**config.mk**
```make
export PLATFORM = sky130hd
export DESIGN_NAME = ups_patch_stream_decoder_flat
export DESIGN_NICKNAME = d
export VERILOG_FILES = /design/src/hdl/upsd_pkg.sv /design/src/hdl/upsd_if.sv /design/src/hdl/ups_patch_stream_decoder.sv /design/src/hdl/upsd_vlv.sv /design/src/hdl/upsd_crc.sv /design/src/hdl/upsd_parser.sv /design/src/flat_wrapper.sv
export SDC_FILE = /design/constraint.sdc
export NUM_CORES = 2
export LEC_CHECK = 0
export BUFFER_PORTS_ARGS = -buffer_cell sky130_fd_sc_hd__buf_2
export CORE_ASPECT_RATIO = 0.75
export CORE_MARGIN = 1.5
export CORE_UTILIZATION = 25
export DETAILED_ROUTE_END_ITERATION = 6
export GPL_TIMING_DRIVEN = 0
export PLACE_DENSITY = 0.41
export SETUP_SLACK_MARGIN = 0.15
export SLEW_MARGIN = 20
export SYNTH_ARGS = -nofsm -noshare
export SYNTH_HDL_FRONTEND = slang
export SYNTH_SLANG_ARGS = --single-unit
```
**constraint.sdc**
```tcl
create_clock -name i_clk -period 11.9 [get_ports i_clk]
set_input_delay 1.19 -clock i_clk [delete_from_list [all_inputs] [get_ports i_clk]]
set_output_delay 1.19 -clock i_clk [all_outputs]
set_load 0.02 [all_outputs]
```
**src/hdl/upsd_pkg.sv**
```systemverilog
`timescale 1ns / 1ps
// ============================================================================
// upsd_pkg - shared types and constants for the UPS patch stream decoder
// Field widths, result kinds, trailer layout, CRC-32 constants and a
// saturating address add.
// ============================================================================
package upsd_pkg;

    // Address / size arithmetic width (saturation point is 2^ADDR_BITS-1)
    localparam int ADDR_BITS = 32;
    localparam int FIELD_W   = 32;
    localparam int BYTE_W    = 8;
    localparam int KIND_W    = 2;
    localparam int SHIFT_W   = 6;
    localparam int VLV_BITS  = 7;

    typedef logic [ADDR_BITS-1:0] t_addr;
    typedef logic [FIELD_W-1:0]   t_field;
    typedef logic [BYTE_W-1:0]    t_byte;
    typedef logic [SHIFT_W-1:0]   t_shift;

    localparam t_addr  ADDR_MAX    = '1;
    localparam t_shift SHIFT_MAX   = '1;
    // shift limit compared against a one-bit-wider shift sum
    localparam logic [SHIFT_W:0] SHIFT_LIMIT = (SHIFT_W + 1)'(ADDR_BITS);
    localparam logic [SHIFT_W:0] SHIFT_STEP  = (SHIFT_W + 1)'(VLV_BITS);

    // Result kinds
    localparam logic [KIND_W-1:0] KIND_HEADER = 2'd0;
    localparam logic [KIND_W-1:0] KIND_WRITE  = 2'd1;
    localparam logic [KIND_W-1:0] KIND_CHECK  = 2'd2;

    // Patch layout
    localparam t_field MIN_LENGTH    = 32'd16;
    localparam t_field TRAILER_BYTES = 32'd12;
    localparam t_field CRC_BYTES     = 32'd4;
    localparam t_field MAGIC_LAST    = 32'd3;
    localparam t_byte  END_BYTE      = 8'h00;

    // Trailer byte offsets that close a CRC word
    localparam logic [3:0] K_SRC_END = 4'd3;
    localparam logic [3:0] K_TGT_END = 4'd7;
    localparam logic [3:0] K_LAST    = 4'd11;

    // zlib CRC-32, reflected
    localparam t_field CRC_INIT = 32'hFFFF_FFFF;
    localparam t_field CRC_POLY = 32'hEDB8_8320;

    typedef struct packed {
        t_addr  acc;
        t_shift shift;
        logic   last;
    } t_vlv;

    typedef struct packed {
        logic              valid;
        logic [KIND_W-1:0] kind;
        t_field            address;
        t_byte             xor_value;
        logic              beyond_source;
        t_field            source_size;
        t_field            target_size;
        t_field            source_crc;
        t_field            target_crc;
        logic              patch_crc_ok;
    } t_result;

    function automatic t_addr sat_add(input t_addr a, input t_addr b);
        logic [ADDR_BITS:0] sum;
        sum = {1'b0, a} + {1'b0, b};
        return sum[ADDR_BITS] ? ADDR_MAX : sum[ADDR_BITS-1:0];
    endfunction

endpackage

```
**src/hdl/upsd_if.sv**
```systemverilog
`timescale 1ns / 1ps
// ============================================================================
// upsd_if - channel interfaces of the UPS patch stream decoder
// Patch byte input, configuration write and result output channels.
// ============================================================================
interface upsd_patch_if;
    logic                 valid;
    logic                 ready;
    upsd_pkg::t_byte      patch_byte;

    modport source (output valid, output patch_byte, input ready);
    modport sink   (input valid, input patch_byte, output ready);
endinterface

interface upsd_cfg_if;
    logic                 valid;
    logic                 ready;
    upsd_pkg::t_field     patch_length;

    modport source (output valid, output patch_length, input ready);
    modport sink   (input valid, input patch_length, output ready);
endinterface

interface upsd_result_if;
    logic                         valid;
    logic                         ready;
    logic [upsd_pkg::KIND_W-1:0]  kind;
    upsd_pkg::t_field             address;
    upsd_pkg::t_byte              xor_value;
    logic                         beyond_source;
    upsd_pkg::t_field             source_size;
    upsd_pkg::t_field             target_size;
    upsd_pkg::t_field             source_crc;
    upsd_pkg::t_field             target_crc;
    logic                         patch_crc_ok;

    modport source (
        output valid, output kind, output address, output xor_value,
        output beyond_source, output source_size, output target_size,
        output source_crc, output target_crc, output patch_crc_ok,
        input ready
    );
    modport sink (
        input valid, input kind, input address, input xor_value,
        input beyond_source, input source_size, input target_size,
        input source_crc, input target_crc, input patch_crc_ok,
        output ready
    );
endinterface

```
**src/hdl/ups_patch_stream_decoder.sv**
```systemverilog
`timescale 1ns / 1ps
// ============================================================================
// ups_patch_stream_decoder - streaming UPS patch decoder (top level)
// Input byte register, per-byte parse/CRC step, result register.
// ============================================================================
// Feed the patch one byte per request on i_patch after writing its total
// length (magic and 12-byte trailer included) on i_cfg; a length below 16
// is treated as 16. The block sustains one byte per clock unless a stalled
// result holds it: a byte is held in the input register, the parser and
// the CRC-32 byte update act on it, and any result lands in the output
// register, from which it is presented. Results: one header request with
// both sizes, one write request per nonzero XOR byte, and a final check
// request on the last byte. Bytes after the check are consumed silently
// until reset. Write lengths only while the block is idle.
// ============================================================================
module ups_patch_stream_decoder (
    input  logic          i_clk,
    input  logic          i_rst_n,
    upsd_cfg_if.sink      i_cfg,
    upsd_patch_if.sink    i_patch,
    upsd_result_if.source o_result
);

    // Configuration: patch length, always writable
    upsd_pkg::t_field  r_patch_length;

    // Input byte register
    logic              r_in_valid;
    upsd_pkg::t_byte   r_in_byte;

    // Result register
    logic              r_out_valid;
    upsd_pkg::t_result r_out;

    logic              w_step;
    logic              w_crc_en;
    upsd_pkg::t_field  w_crc;
    upsd_pkg::t_result w_result;

    // The held byte is processed when the result register has room
    // (empty, or being drained this cycle).
    assign w_step        = r_in_valid && (!r_out_valid || o_result.ready);
    assign i_patch.ready = !r_in_valid || w_step;
    assign i_cfg.ready   = 1'b1;

    upsd_crc u_crc (
        .i_clk   (i_clk),
        .i_rst_n (i_rst_n),
        .i_en    (w_crc_en),
        .i_byte  (r_in_byte),
        .o_crc   (w_crc)
    );

    upsd_parser u_parser (
        .i_clk          (i_clk),
        .i_rst_n        (i_rst_n),
        .i_step         (w_step),
        .i_byte         (r_in_byte),
        .i_patch_length (r_patch_length),
        .i_crc          (w_crc),
        .o_crc_en       (w_crc_en),
        .o_result       (w_result)
    );

    always_ff @(posedge i_clk) begin
        if (!i_rst_n) begin
            r_patch_length <= upsd_pkg::MIN_LENGTH;
        end else if (i_cfg.valid && i_cfg.ready) begin
            r_patch_length <= i_cfg.patch_length;
        end
    end

    always_ff @(posedge i_clk) begin
        if (!i_rst_n) begin
            r_in_valid <= 1'b0;
        end else if (i_patch.valid && i_patch.ready) begin
            r_in_valid <= 1'b1;
        end else if (w_step) begin
            r_in_valid <= 1'b0;
        end
    end

    always_ff @(posedge i_clk) begin
        if (i_patch.valid && i_patch.ready) begin
            r_in_byte <= i_patch.patch_byte;
        end
    end

    // Result register: bytes without a result just drain it.
    always_ff @(posedge i_clk) begin
        if (!i_rst_n) begin
            r_out_valid <= 1'b0;
        end else if (w_step) begin
            r_out_valid <= w_result.valid;
        end else if (o_result.ready) begin
            r_out_valid <= 1'b0;
        end
    end

    always_ff @(posedge i_clk) begin
        if (w_step && w_result.valid) begin
            r_out <= w_result;
        end
    end

    assign o_result.valid         = r_out_valid;
    assign o_result.kind          = r_out.kind;
    assign o_result.address       = r_out.address;
    assign o_result.xor_value     = r_out.xor_value;
    assign o_result.beyond_source = r_out.beyond_source;
    assign o_result.source_size   = r_out.source_size;
    assign o_result.target_size   = r_out.target_size;
    assign o_result.source_crc    = r_out.source_crc;
    assign o_result.target_crc    = r_out.target_crc;
    assign o_result.patch_crc_ok  = r_out.patch_crc_ok;

    // A stalled result must never be overwritten by a new step.
    a_no_step_on_stall: assert property (@(posedge i_clk) disable iff (!i_rst_n)
        (r_out_valid && !o_result.ready) |-> !w_step)
        else $error("step taken while result stalled");

    // A held byte that is not processed stays held.
    a_byte_kept: assert property (@(posedge i_clk) disable iff (!i_rst_n)
        (r_in_valid && !w_step) |=> r_in_valid)
        else $error("input byte lost");

    // Write requests always carry a nonzero XOR byte.
    a_write_nonzero: assert property (@(posedge i_clk) disable iff (!i_rst_n)
        (r_out_valid && r_out.kind == upsd_pkg::KIND_WRITE) |-> (r_out.xor_value != '0))
        else $error("write request with zero xor value");

    // Nothing follows the final check request.
    a_check_last: assert property (@(posedge i_clk) disable iff (!i_rst_n)
        (r_out_valid && o_result.ready && r_out.kind == upsd_pkg::KIND_CHECK)
        |=> !r_out_valid)
        else $error("result after final check");

endmodule

```
**src/hdl/upsd_vlv.sv**
```systemverilog
`timescale 1ns / 1ps
// ============================================================================
// upsd_vlv - UPS variable-length value byte step
// Adds one 7-bit group at the current shift, saturating at the address
// width; on a non-final byte adds the implicit 1 << (shift+7).
// ============================================================================
module upsd_vlv (
    input  upsd_pkg::t_addr  i_acc,
    input  upsd_pkg::t_shift i_shift,
    input  upsd_pkg::t_byte  i_byte,
    output upsd_pkg::t_vlv   o_next
);

    localparam int WIDE_W = upsd_pkg::ADDR_BITS + upsd_pkg::VLV_BITS;

    logic [WIDE_W-1:0]                w_term;
    logic                             w_sat;
    upsd_pkg::t_addr                  w_acc1;
    logic [upsd_pkg::SHIFT_W:0]       w_ns;

    always_comb begin
        w_term = {{upsd_pkg::ADDR_BITS{1'b0}}, i_byte[upsd_pkg::VLV_BITS-1:0]} << i_shift;
        w_sat  = (i_byte[upsd_pkg::VLV_BITS-1:0] != '0) &&
                 (({1'b0, i_shift} >= upsd_pkg::SHIFT_LIMIT) ||
                  (w_term[WIDE_W-1:upsd_pkg::ADDR_BITS] != '0));
        w_acc1 = w_sat ? upsd_pkg::ADDR_MAX
                       : upsd_pkg::sat_add(i_acc, w_term[upsd_pkg::ADDR_BITS-1:0]);
        w_ns   = {1'b0, i_shift} + upsd_pkg::SHIFT_STEP;

        o_next.last = i_byte[upsd_pkg::BYTE_W-1];
        if (i_byte[upsd_pkg::BYTE_W-1]) begin
            o_next.acc   = w_acc1;
            o_next.shift = i_shift;
        end else if (w_ns >= upsd_pkg::SHIFT_LIMIT) begin
            o_next.acc   = upsd_pkg::ADDR_MAX;
            o_next.shift = w_ns[upsd_pkg::SHIFT_W] ? upsd_pkg::SHIFT_MAX
                                                   : w_ns[upsd_pkg::SHIFT_W-1:0];
        end else begin
            o_next.acc   = upsd_pkg::sat_add(w_acc1,
                               upsd_pkg::t_addr'(1) << w_ns[upsd_pkg::SHIFT_W-1:0]);
            o_next.shift = w_ns[upsd_pkg::SHIFT_W-1:0];
        end
    end

endmodule

```
**src/hdl/upsd_crc.sv**
```systemverilog
`timescale 1ns / 1ps
// ============================================================================
// upsd_crc - running patch CRC-32
// zlib CRC-32 register, one byte folded in per enabled cycle.
// ============================================================================
module upsd_crc (
    input  logic             i_clk,
    input  logic             i_rst_n,
    input  logic             i_en,
    input  upsd_pkg::t_byte  i_byte,
    output upsd_pkg::t_field o_crc
);

    upsd_pkg::t_field r_crc;
    upsd_pkg::t_field n_crc;

    function automatic upsd_pkg::t_field crc_byte(input upsd_pkg::t_field c,
                                                  input upsd_pkg::t_byte b);
        upsd_pkg::t_field x;
        x = c ^ upsd_pkg::t_field'(b);
        for (int i = 0; i < upsd_pkg::BYTE_W; i++) begin
            x = x[0] ? ((x >> 1) ^ upsd_pkg::CRC_POLY) : (x >> 1);
        end
        return x;
    endfunction

    always_comb begin
        n_crc = i_en ? crc_byte(r_crc, i_byte) : r_crc;
    end

    always_ff @(posedge i_clk) begin
        if (!i_rst_n) begin
            r_crc <= upsd_pkg::CRC_INIT;
        end else begin
            r_crc <= n_crc;
        end
    end

    assign o_crc = r_crc;

endmodule

```
**src/hdl/upsd_parser.sv**
```systemverilog
`timescale 1ns / 1ps
// ============================================================================
// upsd_parser - UPS patch field parser
// Tracks stream position and phase, decodes header sizes and records,
// collects the trailer and forms at most one result per byte.
// ============================================================================
module upsd_parser (
    input  logic              i_clk,
    input  logic              i_rst_n,
    input  logic              i_step,
    input  upsd_pkg::t_byte   i_byte,
    input  upsd_pkg::t_field  i_patch_length,
    input  upsd_pkg::t_field  i_crc,
    output logic              o_crc_en,
    output upsd_pkg::t_result o_result
);

    localparam logic [2:0] PH_MAGIC   = 3'd0;
    localparam logic [2:0] PH_SRC     = 3'd1;
    localparam logic [2:0] PH_TGT     = 3'd2;
    localparam logic [2:0] PH_REL     = 3'd3;
    localparam logic [2:0] PH_XOR     = 3'd4;
    localparam logic [2:0] PH_TRAILER = 3'd5;
    localparam logic [2:0] PH_DONE    = 3'd6;

    logic [2:0]        r_phase,  n_phase;
    upsd_pkg::t_field  r_pos,    n_pos;
    upsd_pkg::t_addr   r_acc,    n_acc;
    upsd_pkg::t_shift  r_shift,  n_shift;
    upsd_pkg::t_addr   r_cursor, n_cursor;
    upsd_pkg::t_addr   r_src,    n_src;
    upsd_pkg::t_field  r_tw,     n_tw;
    upsd_pkg::t_field  r_scrc,   n_scrc;
    upsd_pkg::t_field  r_tcrc,   n_tcrc;

    upsd_pkg::t_vlv    w_vlv;
    upsd_pkg::t_field  w_len;
    upsd_pkg::t_field  w_tstart;
    upsd_pkg::t_field  w_koff;
    logic [3:0]        w_k;
    upsd_pkg::t_field  w_tw;

    upsd_vlv u_vlv (
        .i_acc   (r_acc),
        .i_shift (r_shift),
        .i_byte  (i_byte),
        .o_next  (w_vlv)
    );

    always_comb begin
        w_len    = (i_patch_length < upsd_pkg::MIN_LENGTH) ? upsd_pkg::MIN_LENGTH
                                                           : i_patch_length;
        w_tstart = w_len - upsd_pkg::TRAILER_BYTES;
        w_koff   = r_pos - w_tstart;
        w_k      = (w_koff > upsd_pkg::t_field'(upsd_pkg::K_LAST)) ? upsd_pkg::K_LAST
                                                                  : w_koff[3:0];
        w_tw     = r_tw | (upsd_pkg::t_field'(i_byte) << {w_k[1:0], 3'b000});

        n_phase  = r_phase;
        n_pos    = r_pos;
        n_acc    = r_acc;
        n_shift  = r_shift;
        n_cursor = r_cursor;
        n_src    = r_src;
        n_tw     = r_tw;
        n_scrc   = r_scrc;
        n_tcrc   = r_tcrc;
        o_crc_en = 1'b0;
        o_result = '0;

        if (i_step && r_phase != PH_DONE) begin
            n_pos    = r_pos + 32'd1;
            o_crc_en = r_pos < (w_len - upsd_pkg::CRC_BYTES);
            if (r_pos >= w_tstart) begin
                // trailer takes over from any phase
                n_phase = PH_TRAILER;
                n_tw    = w_tw;
                if (w_k == upsd_pkg::K_SRC_END) begin
                    n_scrc = w_tw;
                    n_tw   = '0;
                end else if (w_k == upsd_pkg::K_TGT_END) begin
                    n_tcrc = w_tw;
                    n_tw   = '0;
                end else if (w_k == upsd_pkg::K_LAST) begin
                    o_result.valid        = 1'b1;
                    o_result.kind         = upsd_pkg::KIND_CHECK;
                    o_result.source_crc   = r_scrc;
                    o_result.target_crc   = r_tcrc;
                    o_result.patch_crc_ok = (~i_crc == w_tw);
                    n_tw    = '0;
                    n_phase = PH_DONE;
                end
            end else begin
                unique case (r_phase)
                    PH_MAGIC: begin
                        if (r_pos >= upsd_pkg::MAGIC_LAST) begin
                            n_phase = PH_SRC;
                        end
                    end
                    PH_SRC: begin
                        n_acc   = w_vlv.acc;
                        n_shift = w_vlv.shift;
                        if (w_vlv.last) begin
                            n_src   = w_vlv.acc;
                            n_acc   = '0;
                            n_shift = '0;
                            n_phase = PH_TGT;
                        end
                    end
                    PH_TGT: begin
                        n_acc   = w_vlv.acc;
                        n_shift = w_vlv.shift;
                        if (w_vlv.last) begin
                            o_result.valid       = 1'b1;
                            o_result.kind        = upsd_pkg::KIND_HEADER;
                            o_result.source_size = upsd_pkg::FIELD_W'(r_src);
                            o_result.target_size = upsd_pkg::FIELD_W'(w_vlv.acc);
                            n_acc   = '0;
                            n_shift = '0;
                            n_phase = PH_REL;
                        end
                    end
                    PH_REL: begin
                        n_acc   = w_vlv.acc;
                        n_shift = w_vlv.shift;
                        if (w_vlv.last) begin
                            n_cursor = upsd_pkg::sat_add(r_cursor, w_vlv.acc);
                            n_acc    = '0;
                            n_shift  = '0;
                            n_phase  = PH_XOR;
                        end
                    end
                    PH_XOR: begin
                        if (i_byte == upsd_pkg::END_BYTE) begin
                            n_phase = PH_REL;
                        end else begin
                            o_result.valid         = 1'b1;
                            o_result.kind          = upsd_pkg::KIND_WRITE;
                            o_result.address       = upsd_pkg::FIELD_W'(r_cursor);
                            o_result.xor_value     = i_byte;
                            o_result.beyond_source = (r_cursor >= r_src);
                        end
                        n_cursor = upsd_pkg::sat_add(r_cursor, upsd_pkg::t_addr'(1));
                    end
                    default: begin
                    end
                endcase
            end
        end
    end

    always_ff @(posedge i_clk) begin
        if (!i_rst_n) begin
            r_phase  <= PH_MAGIC;
            r_pos    <= '0;
            r_acc    <= '0;
            r_shift  <= '0;
            r_cursor <= '0;
            r_src    <= '0;
            r_tw     <= '0;
            r_scrc   <= '0;
            r_tcrc   <= '0;
        end else begin
            r_phase  <= n_phase;
            r_pos    <= n_pos;
            r_acc    <= n_acc;
            r_shift  <= n_shift;
            r_cursor <= n_cursor;
            r_src    <= n_src;
            r_tw     <= n_tw;
            r_scrc   <= n_scrc;
            r_tcrc   <= n_tcrc;
        end
    end

endmodule

```
**src/flat_wrapper.sv**
```systemverilog
// flat-port wrapper written by rule: the top's interface ports become plain ports
module ups_patch_stream_decoder_flat 
  (i_clk, i_rst_n, i_cfg_valid, i_cfg_patch_length, i_cfg_ready, i_patch_valid, i_patch_patch_byte, i_patch_ready, o_result_valid, o_result_kind, o_result_address, o_result_xor_value, o_result_beyond_source, o_result_source_size, o_result_target_size, o_result_source_crc, o_result_target_crc, o_result_patch_crc_ok, o_result_ready);
  upsd_cfg_if i_cfg_i ();
  upsd_patch_if i_patch_i ();
  upsd_result_if o_result_i ();
  input  logic i_clk;
  input  logic i_rst_n;
  input wire logic [$bits(i_cfg_i.valid)-1:0] i_cfg_valid;
  input wire logic [$bits(i_cfg_i.patch_length)-1:0] i_cfg_patch_length;
  output wire logic [$bits(i_cfg_i.ready)-1:0] i_cfg_ready;
  input wire logic [$bits(i_patch_i.valid)-1:0] i_patch_valid;
  input wire logic [$bits(i_patch_i.patch_byte)-1:0] i_patch_patch_byte;
  output wire logic [$bits(i_patch_i.ready)-1:0] i_patch_ready;
  output wire logic [$bits(o_result_i.valid)-1:0] o_result_valid;
  output wire logic [$bits(o_result_i.kind)-1:0] o_result_kind;
  output wire logic [$bits(o_result_i.address)-1:0] o_result_address;
  output wire logic [$bits(o_result_i.xor_value)-1:0] o_result_xor_value;
  output wire logic [$bits(o_result_i.beyond_source)-1:0] o_result_beyond_source;
  output wire logic [$bits(o_result_i.source_size)-1:0] o_result_source_size;
  output wire logic [$bits(o_result_i.target_size)-1:0] o_result_target_size;
  output wire logic [$bits(o_result_i.source_crc)-1:0] o_result_source_crc;
  output wire logic [$bits(o_result_i.target_crc)-1:0] o_result_target_crc;
  output wire logic [$bits(o_result_i.patch_crc_ok)-1:0] o_result_patch_crc_ok;
  input wire logic [$bits(o_result_i.ready)-1:0] o_result_ready;
  assign i_cfg_i.valid = i_cfg_valid;
  assign i_cfg_i.patch_length = i_cfg_patch_length;
  assign i_cfg_ready = i_cfg_i.ready;
  assign i_patch_i.valid = i_patch_valid;
  assign i_patch_i.patch_byte = i_patch_patch_byte;
  assign i_patch_ready = i_patch_i.ready;
  assign o_result_valid = o_result_i.valid;
  assign o_result_kind = o_result_i.kind;
  assign o_result_address = o_result_i.address;
  assign o_result_xor_value = o_result_i.xor_value;
  assign o_result_beyond_source = o_result_i.beyond_source;
  assign o_result_source_size = o_result_i.source_size;
  assign o_result_target_size = o_result_i.target_size;
  assign o_result_source_crc = o_result_i.source_crc;
  assign o_result_target_crc = o_result_i.target_crc;
  assign o_result_patch_crc_ok = o_result_i.patch_crc_ok;
  assign o_result_i.ready = o_result_ready;
  ups_patch_stream_decoder u_core (.i_clk(i_clk), .i_rst_n(i_rst_n), .i_cfg(i_cfg_i), .i_patch(i_patch_i), .o_result(o_result_i));
endmodule
```
==> impl_metrics.toml, run 1 <==
[place]
io_buffers = 216
hpwl_um = 93800
place.gp.congestion = 0.914
placed_cell_area_sq_um = 33200

[synth]
ys_seq_area_share_pct = 37.9
synth_flop_cell = "dfxtp_1"
ys_ff_latch = 479
yosys_warnings = 0
avgSynthCellArea_sq_um = 8.55
synthArstFlopShare_pct = 0
synth_edf_count = 180
synthCells = 3514
synth.distinct_cells = 89
syn_area_sq_um = 30100
synthesis.nets = 3761

[die]
die_w_um = 403
core_sq_um = 119000
fp.dieH_um = 303
io-pin-count = 220
die-area_sq_um = 122000
num_rows = 109
start_util_pct = 25.4

[global_route]
grt_pass1_wl_um = 174000
grt_max_degree = 53
antenna_found_initial = 1
grt_pass1_vias = 26042
grt_overflow = 0
grt_use_total_pct = 18.9

[setup_path]
path_class = "reg -> reg"
cp_common_cell = "a21o_1"
critPathArrivalTime_ps = 11690
end_kind = "flip-flop"
max_stage_delay_ps = 470
required_ps = 12460
cp_slowest_cell = "edfxtp_1"
start_kind = "flip-flop"
crit_path_max_fanout = 10

[clock_network]
cts.sinks = 479
clk_pin_slew_ps = 70
htree_levels = 2
worstSkewPairLatency_ps = 700
postCtsHoldBufs = 0
cts_made_buffers = 57
cts_tree = "built"
clk_path_buf_depth = 3
cts-root-buf = "clkbuf_16"

[timing]
setup_violations = 0
post-route-min-period_ps = 11130
max_freq_mhz = 89.9
period_share_pct = 93.5
max_slew_margin_pct = 20.2
finalMaxSlewViolations = 0
skew_ps = 84.1
worst_pin_slew_ps = 1200
rsz0062_at_grt = "yes"
final_hold_viol_count = 0

[hold_path]
worstHoldPathType = "reg -> reg"

[status]
outcome = "finished clean"

[detailed_routing]
dr.pass1.iters = 5
drtIter0Drc = 2116
remaining_drc_errors = 0
num_vias = 27307
wl_per_cell_um = 22.0
routed_wl_um = 119000
routed_via_density = 5.05
ant_nets = 0

[cells_and_area]
area_growth_pct = 18.3
final_common_cell = "nor2_1"
fill_cells = 12765
drive_above_1_share_pct = 12.0
finalInstanceArea_sq_um = 35600
final_cell_mix = "520 x nor2_1, 299 x dfxtp_1, 237 x buf_2"
nets = 4050

[power_and_ir_drop]
total_power_mw = 4.56
cellPowerDensity_nw_per_um2 = 128
p_leak_nw = 13.7
peakVddDrop_uv = 112

[flow_run]
cap_violations = 0
==> area by class of cell <==
type                       count  area [sq um]  area share [%]
inverter                     119           447            1.26
timing repair buffer         231          1250            3.52
clock inverter                46           562            1.58
tap                         1554          1940            5.47
clock buffer                  62          1470            4.12
sequential                   479         11400            32.0
multi-input combinational   2726         17700            49.8
buffer                       189           787            2.21
antenna                        1          2.50         0.00704
==> Yosys cell counts (all sizes together) (29+ instances only) <==
master / n / area share, %
nor2: 529 / 6.6
dfxtp: 299 / 20
a21oi: 238 / 4.0
nand2: 215 / 2.7
ha: 198 / 8.2
edfxtp: 180 / 18
clkbuf: 156 / 2.0
o21ai: 146 / 2.4
xnor2: 139 / 4.1
and2: 130 / 2.7
nor3: 128 / 2.1
xor2: 118 / 3.4
inv: 117 / 1.5
a21o: 72 / 1.8
nand2b: 72 / 1.5
nand3: 69 / 1.1
a211oi: 55 / 1.4
mux2i: 53 / 1.8
and3: 49 / 1.0
nand4: 43 / 0.90
nor4: 42 / 0.92
a22oi: 41 / 1.0
o22ai: 35 / 0.73
buf: 34 / 0.53
or3: 29 / 0.60
==> worst max-delay path, delay by kind of cell, from the launching register on <==
kind	cells	cell delay, ps
adders and majority gates	3	1060
buffers and inverters	6	1540
DFF	1	470
AOI/OAI and AO/OA	26	5610
muxes	2	510
and+or+nand+nor	10	1730
==> what timing repair did <==
action                                 4_1_cts  5_1_grt
pin swaps                                    2        5
resized for setup                           41       46
setup endpoints to repair                   32       32
setup buffers                                5        5
endpoints found under the hold margin        0        0
==> report_power, final <==
group / switching [mW] / internal, mW
logic: 0.537 / 0.298
registers: 0.0649 / 1.75
clock network: 0.813 / 1.10
==> layer usage <==
metal  global-route usage [%]  share of wire [%]
met1                     28.3                 51
met4                     4.12                2.0
met2                     28.7                 43
met3                     2.20                4.9
met5                        0                  0
==> through the flow <==
| stage | instances | utilization (%) | worst slack [ps] | TNS [ps] | hold slack (ps) |
|---|---|---|---|---|---|
| final | 5407 | 30.0 | 771 | 0 | 463 |
| after global routing | 5406 | 30.0 | 87.5 | 0 | 490 |
| after CTS | 5401 | 29.9 | 151 | 0 | 467 |
| after detailed placement | 5289 | 28.0 | -2350 | -66640 | 456 |
| after global placement | 5284 | 27.9 | -3270 | -636570 | 451 |
| after floorplan | 3514 | - | 2190 | 0 | 436 |
==> path summary, 6_finish.rpt <==
check	slack, ps	from	to	depth (start not counted)
worst max register to register	770	u_core.r_in_byte[0]	u_core.u_parser.r_cursor[13]	47
worst max-delay path	770	u_core.r_in_byte[0]	u_core.u_parser.r_cursor[13]	47
worst min register to register	460	u_core.u_parser.r_acc[28]	u_core.u_parser.r_acc[28]	2
worst min-delay path	460	u_core.u_parser.r_acc[28]	u_core.u_parser.r_acc[28]	2
==> logic make-up (layout without fill, tap and decap cells) <==
family	after synthesis	in the layout	share of synthesized area (%)
buffers and inverters	309	647	3.97
multiplexers	56	56	1.88
other	1	2	0.0125
adder cells (fa/ha/maj)	202	202	8.51
AO/OA/AOI/OAI	822	822	18.0
AND/OR/NAND/NOR	1388	1388	22.2
XOR/XNOR	257	257	7.49
flip-flops	479	479	37.9
Note: power is estimated with default switching activity, not from simulation.
==> inputs of run 2 (changes only) <==
--- a/config.mk
+++ b/config.mk
@@ -6,14 +6,13 @@
 export NUM_CORES = 2
 export LEC_CHECK = 0
 export BUFFER_PORTS_ARGS = -buffer_cell sky130_fd_sc_hd__buf_2
-export CORE_ASPECT_RATIO = 0.75
 export CORE_MARGIN = 1.5
 export CORE_UTILIZATION = 25
 export DETAILED_ROUTE_END_ITERATION = 6
-export GPL_TIMING_DRIVEN = 0
 export PLACE_DENSITY = 0.41
 export SETUP_SLACK_MARGIN = 0.15
 export SLEW_MARGIN = 20
 export SYNTH_ARGS = -nofsm -noshare
 export SYNTH_HDL_FRONTEND = slang
+export SYNTH_HIERARCHICAL = 1
 export SYNTH_SLANG_ARGS = --single-unit
==> impl_metrics.toml, run 2 <==
[status]
outcome = "finished clean"

[timing]
layout_setup_ws_ps = 941
whs_ps = 453
max_freq_mhz = 91.3
skew_ps = 23.2
final_hold_viol_count = 0
setup_violations = 0
worst_pin_slew_ps = 1170
period_share_pct = 92.1
rsz0062_at_grt = "no"
finalMaxSlewViolations = 0
tns_ps = 0
post-route-min-period_ps = 10960
max_slew_margin_pct = 21.7

[clock_network]
worstSkewPairLatency_ps = 650
cts_tree = "built"
htree_levels = 3
postCtsHoldBufs = 0
clk_path_buf_depth = 3
cts-root-buf = "clkbuf_16"
clk_pin_slew_ps = 60
cts_made_buffers = 66
cts.sinks = 479
post_cts_buffers = 0

[place]
placed_cell_area_sq_um = 33800
hpwl_um = 85500
io_buffers = 218
place.gp.congestion = 0.877
pre_cts_ws_ps = 1040

[synth]
synthCells = 3569
synthArstFlopShare_pct = 0
syn_area_sq_um = 31000
yosys_warnings = 6
yosys.cell_count.top_type = "nor2_1"
ys_ff_latch = 479
synth-compound-area-share_pct = 19.8
synth_edf_count = 180
synth.area.mux_share_pct = 1.81
ys_seq_area_share_pct = 36.8
synth_top_family_by_area = "simple AND/OR/NAND/NOR gates"
synthesis.nets = 3816
synth.distinct_cells = 107
synth_xor_xnor_area_share_pct = 7.85
ys_top_cells_by_count = "360 x nor2_1, 324 x nand2_1, 323 x a21oi_1"
synth-simple-area-share_pct = 21.6
synth_top_cell_by_area = "dfxtp_1"
avgSynthCellArea_sq_um = 8.67
synth_top_area_share_pct = 19.3
ys_top_cells_by_area = "dfxtp_1 19%, edfxtp_1 17%, ha_1 8.0%"
synth_flop_cell = "dfxtp_1"
synthAdderAreaFrac_pct = 8.26

[flow_run]
cap_violations = 0

[global_route]
grt_pass1_wl_um = 171000
grt_use_total_pct = 17.6
grt_max_degree = 156
antenna_found_initial = 4
grt_pass1_vias = 26055
grt_overflow = 0

[hold_path]
min_to = "u_core/u_parser/r_src[6]"
worstHoldStart = "u_core/u_parser/r_src[6]"
worstHoldPathType = "reg -> reg"
worst_hold_path.num_cells = 2

[setup_path]
cp_slowest_cell = "dfxtp_1"
end_kind = "flip-flop"
required_ps = 12460
crit_path_max_fanout = 20
r2r_start = "u_core/u_parser/r_shift[0]"
critPathArrivalTime_ps = 11520
reg2regPathDepth = 41
start_kind = "flip-flop"
max_stage_delay_ps = 800
path_class = "reg -> reg"
rrSetupSlack_ps = 940
worstReg2RegEnd = "u_core/u_parser/r_cursor[11]"

[die]
core_sq_um = 122000
num_rows = 128
die_w_um = 355
io-pin-count = 220
start_util_pct = 25.3
fp.dieH_um = 355
die-area_sq_um = 126000

[cells_and_area]
final_cell_mix = "353 x nor2_1, 324 x nand2_1, 322 x a21oi_1"
nets = 3981
antennaDiodeCount = 0
finalInstanceArea_sq_um = 36000
final_common_cell = "nor2_1"
area_growth_pct = 16.4
fill_cells = 13156
drive_above_1_share_pct = 12.2

[detailed_routing]
remaining_drc_errors = 0
wl_per_cell_um = 21.2
dr.pass1.iters = 6
routed_via_density = 5.05
ant_nets = 0
drtIter0Drc = 2295
num_vias = 27356
routed_wl_um = 115000

[power_and_ir_drop]
peakVddDrop_uv = 85.8
cellPowerDensity_nw_per_um2 = 123
p_leak_nw = 14.6
total_power_mw = 4.42
==> run 2: report_power, final <==
group	internal [mW]	total [mW]	switching [mW]	leakage, nW
Combinational	0.270	0.631	0.361	9.13
Sequential	1.72	1.77	0.0496	4.37
Clock	1.19	2.03	0.837	1.08
==> run 2: through the flow <==
stage / utilization (%) / std cells
6_report: 29.4 / 5412
3_3_place_gp: 27.6 / 5291
3_5_place_dp: 27.6 / 5291
2_1_floorplan: - / 3569
4_1_cts: 29.4 / 5412
5_1_grt: 29.4 / 5412
==> run 2: worst max-delay path by stage <==
stage,from,endpoint,slack (ps),cells after the start
after floorplan,u_core/r_patch_length[6],u_core/o_result.address[0],1090,25
after global placement,u_core/u_parser/r_shift[1],u_core/u_parser/r_cursor[11],1340,42
after detailed placement,u_core/u_parser/r_shift[1],u_core/u_parser/r_cursor[11],1040,42
after CTS,u_core/u_parser/r_shift[1],u_core/u_parser/r_cursor[11],970,42
after global routing,u_core/u_parser/r_shift[0],u_core/u_parser/r_cursor[11],180,41
final,u_core/u_parser/r_shift[0],u_core/u_parser/r_cursor[11],940,41
==> run 2: critical path, delay by kind of cell, from the launching register on <==
family | cells | cell delay (ps)
AO/OA/AOI/OAI | 24 | 5910
adder cells (fa/ha/maj) | 4 | 1430
buffers and inverters | 5 | 820
flip-flops | 1 | 800
multiplexers | 1 | 610
AND/OR/NAND/NOR | 7 | 1220
==> run 2: final cells by class <==
| cell class | count | area [sq um] | area share [%] |
|---|---|---|---|
| timing repair buffer | 284 | 1600 | 4.44 |
| sequential | 479 | 11400 | 31.6 |
| clock buffer | 83 | 1790 | 4.96 |
| inverter | 95 | 362 | 1.00 |
| clock inverter | 38 | 422 | 1.17 |
| tap | 1625 | 2030 | 5.64 |
| multi-input combinational | 2808 | 18400 | 51.2 |
==> run 2: kinds of logic (layout without fill, tap and decap cells) <==
group / count (synthesis) / count (layout)
adder cells (fa/ha/maj): 202 / 202
AO/OA/AOI/OAI: 950 / 950
AND/OR/NAND/NOR: 1353 / 1353
buffers and inverters: 282 / 500
flip-flops: 479 / 479
multiplexers: 53 / 53
XOR/XNOR: 249 / 249
other: 1 / 1
==> run 2: what timing repair did <==
action / in CTS / in global routing
endpoints found under the hold margin: 0 / 0
setup endpoints to repair: 0 / 7
resized for setup: 0 / 2
==> run 2: routing by layer <==
layer / wire, um / track usage [%]
met5: 0 / 0
met4: 2030 / 4.23
met3: 6310 / 2.34
met2: 49800 / 27.1
met1: 56600 / 25.9
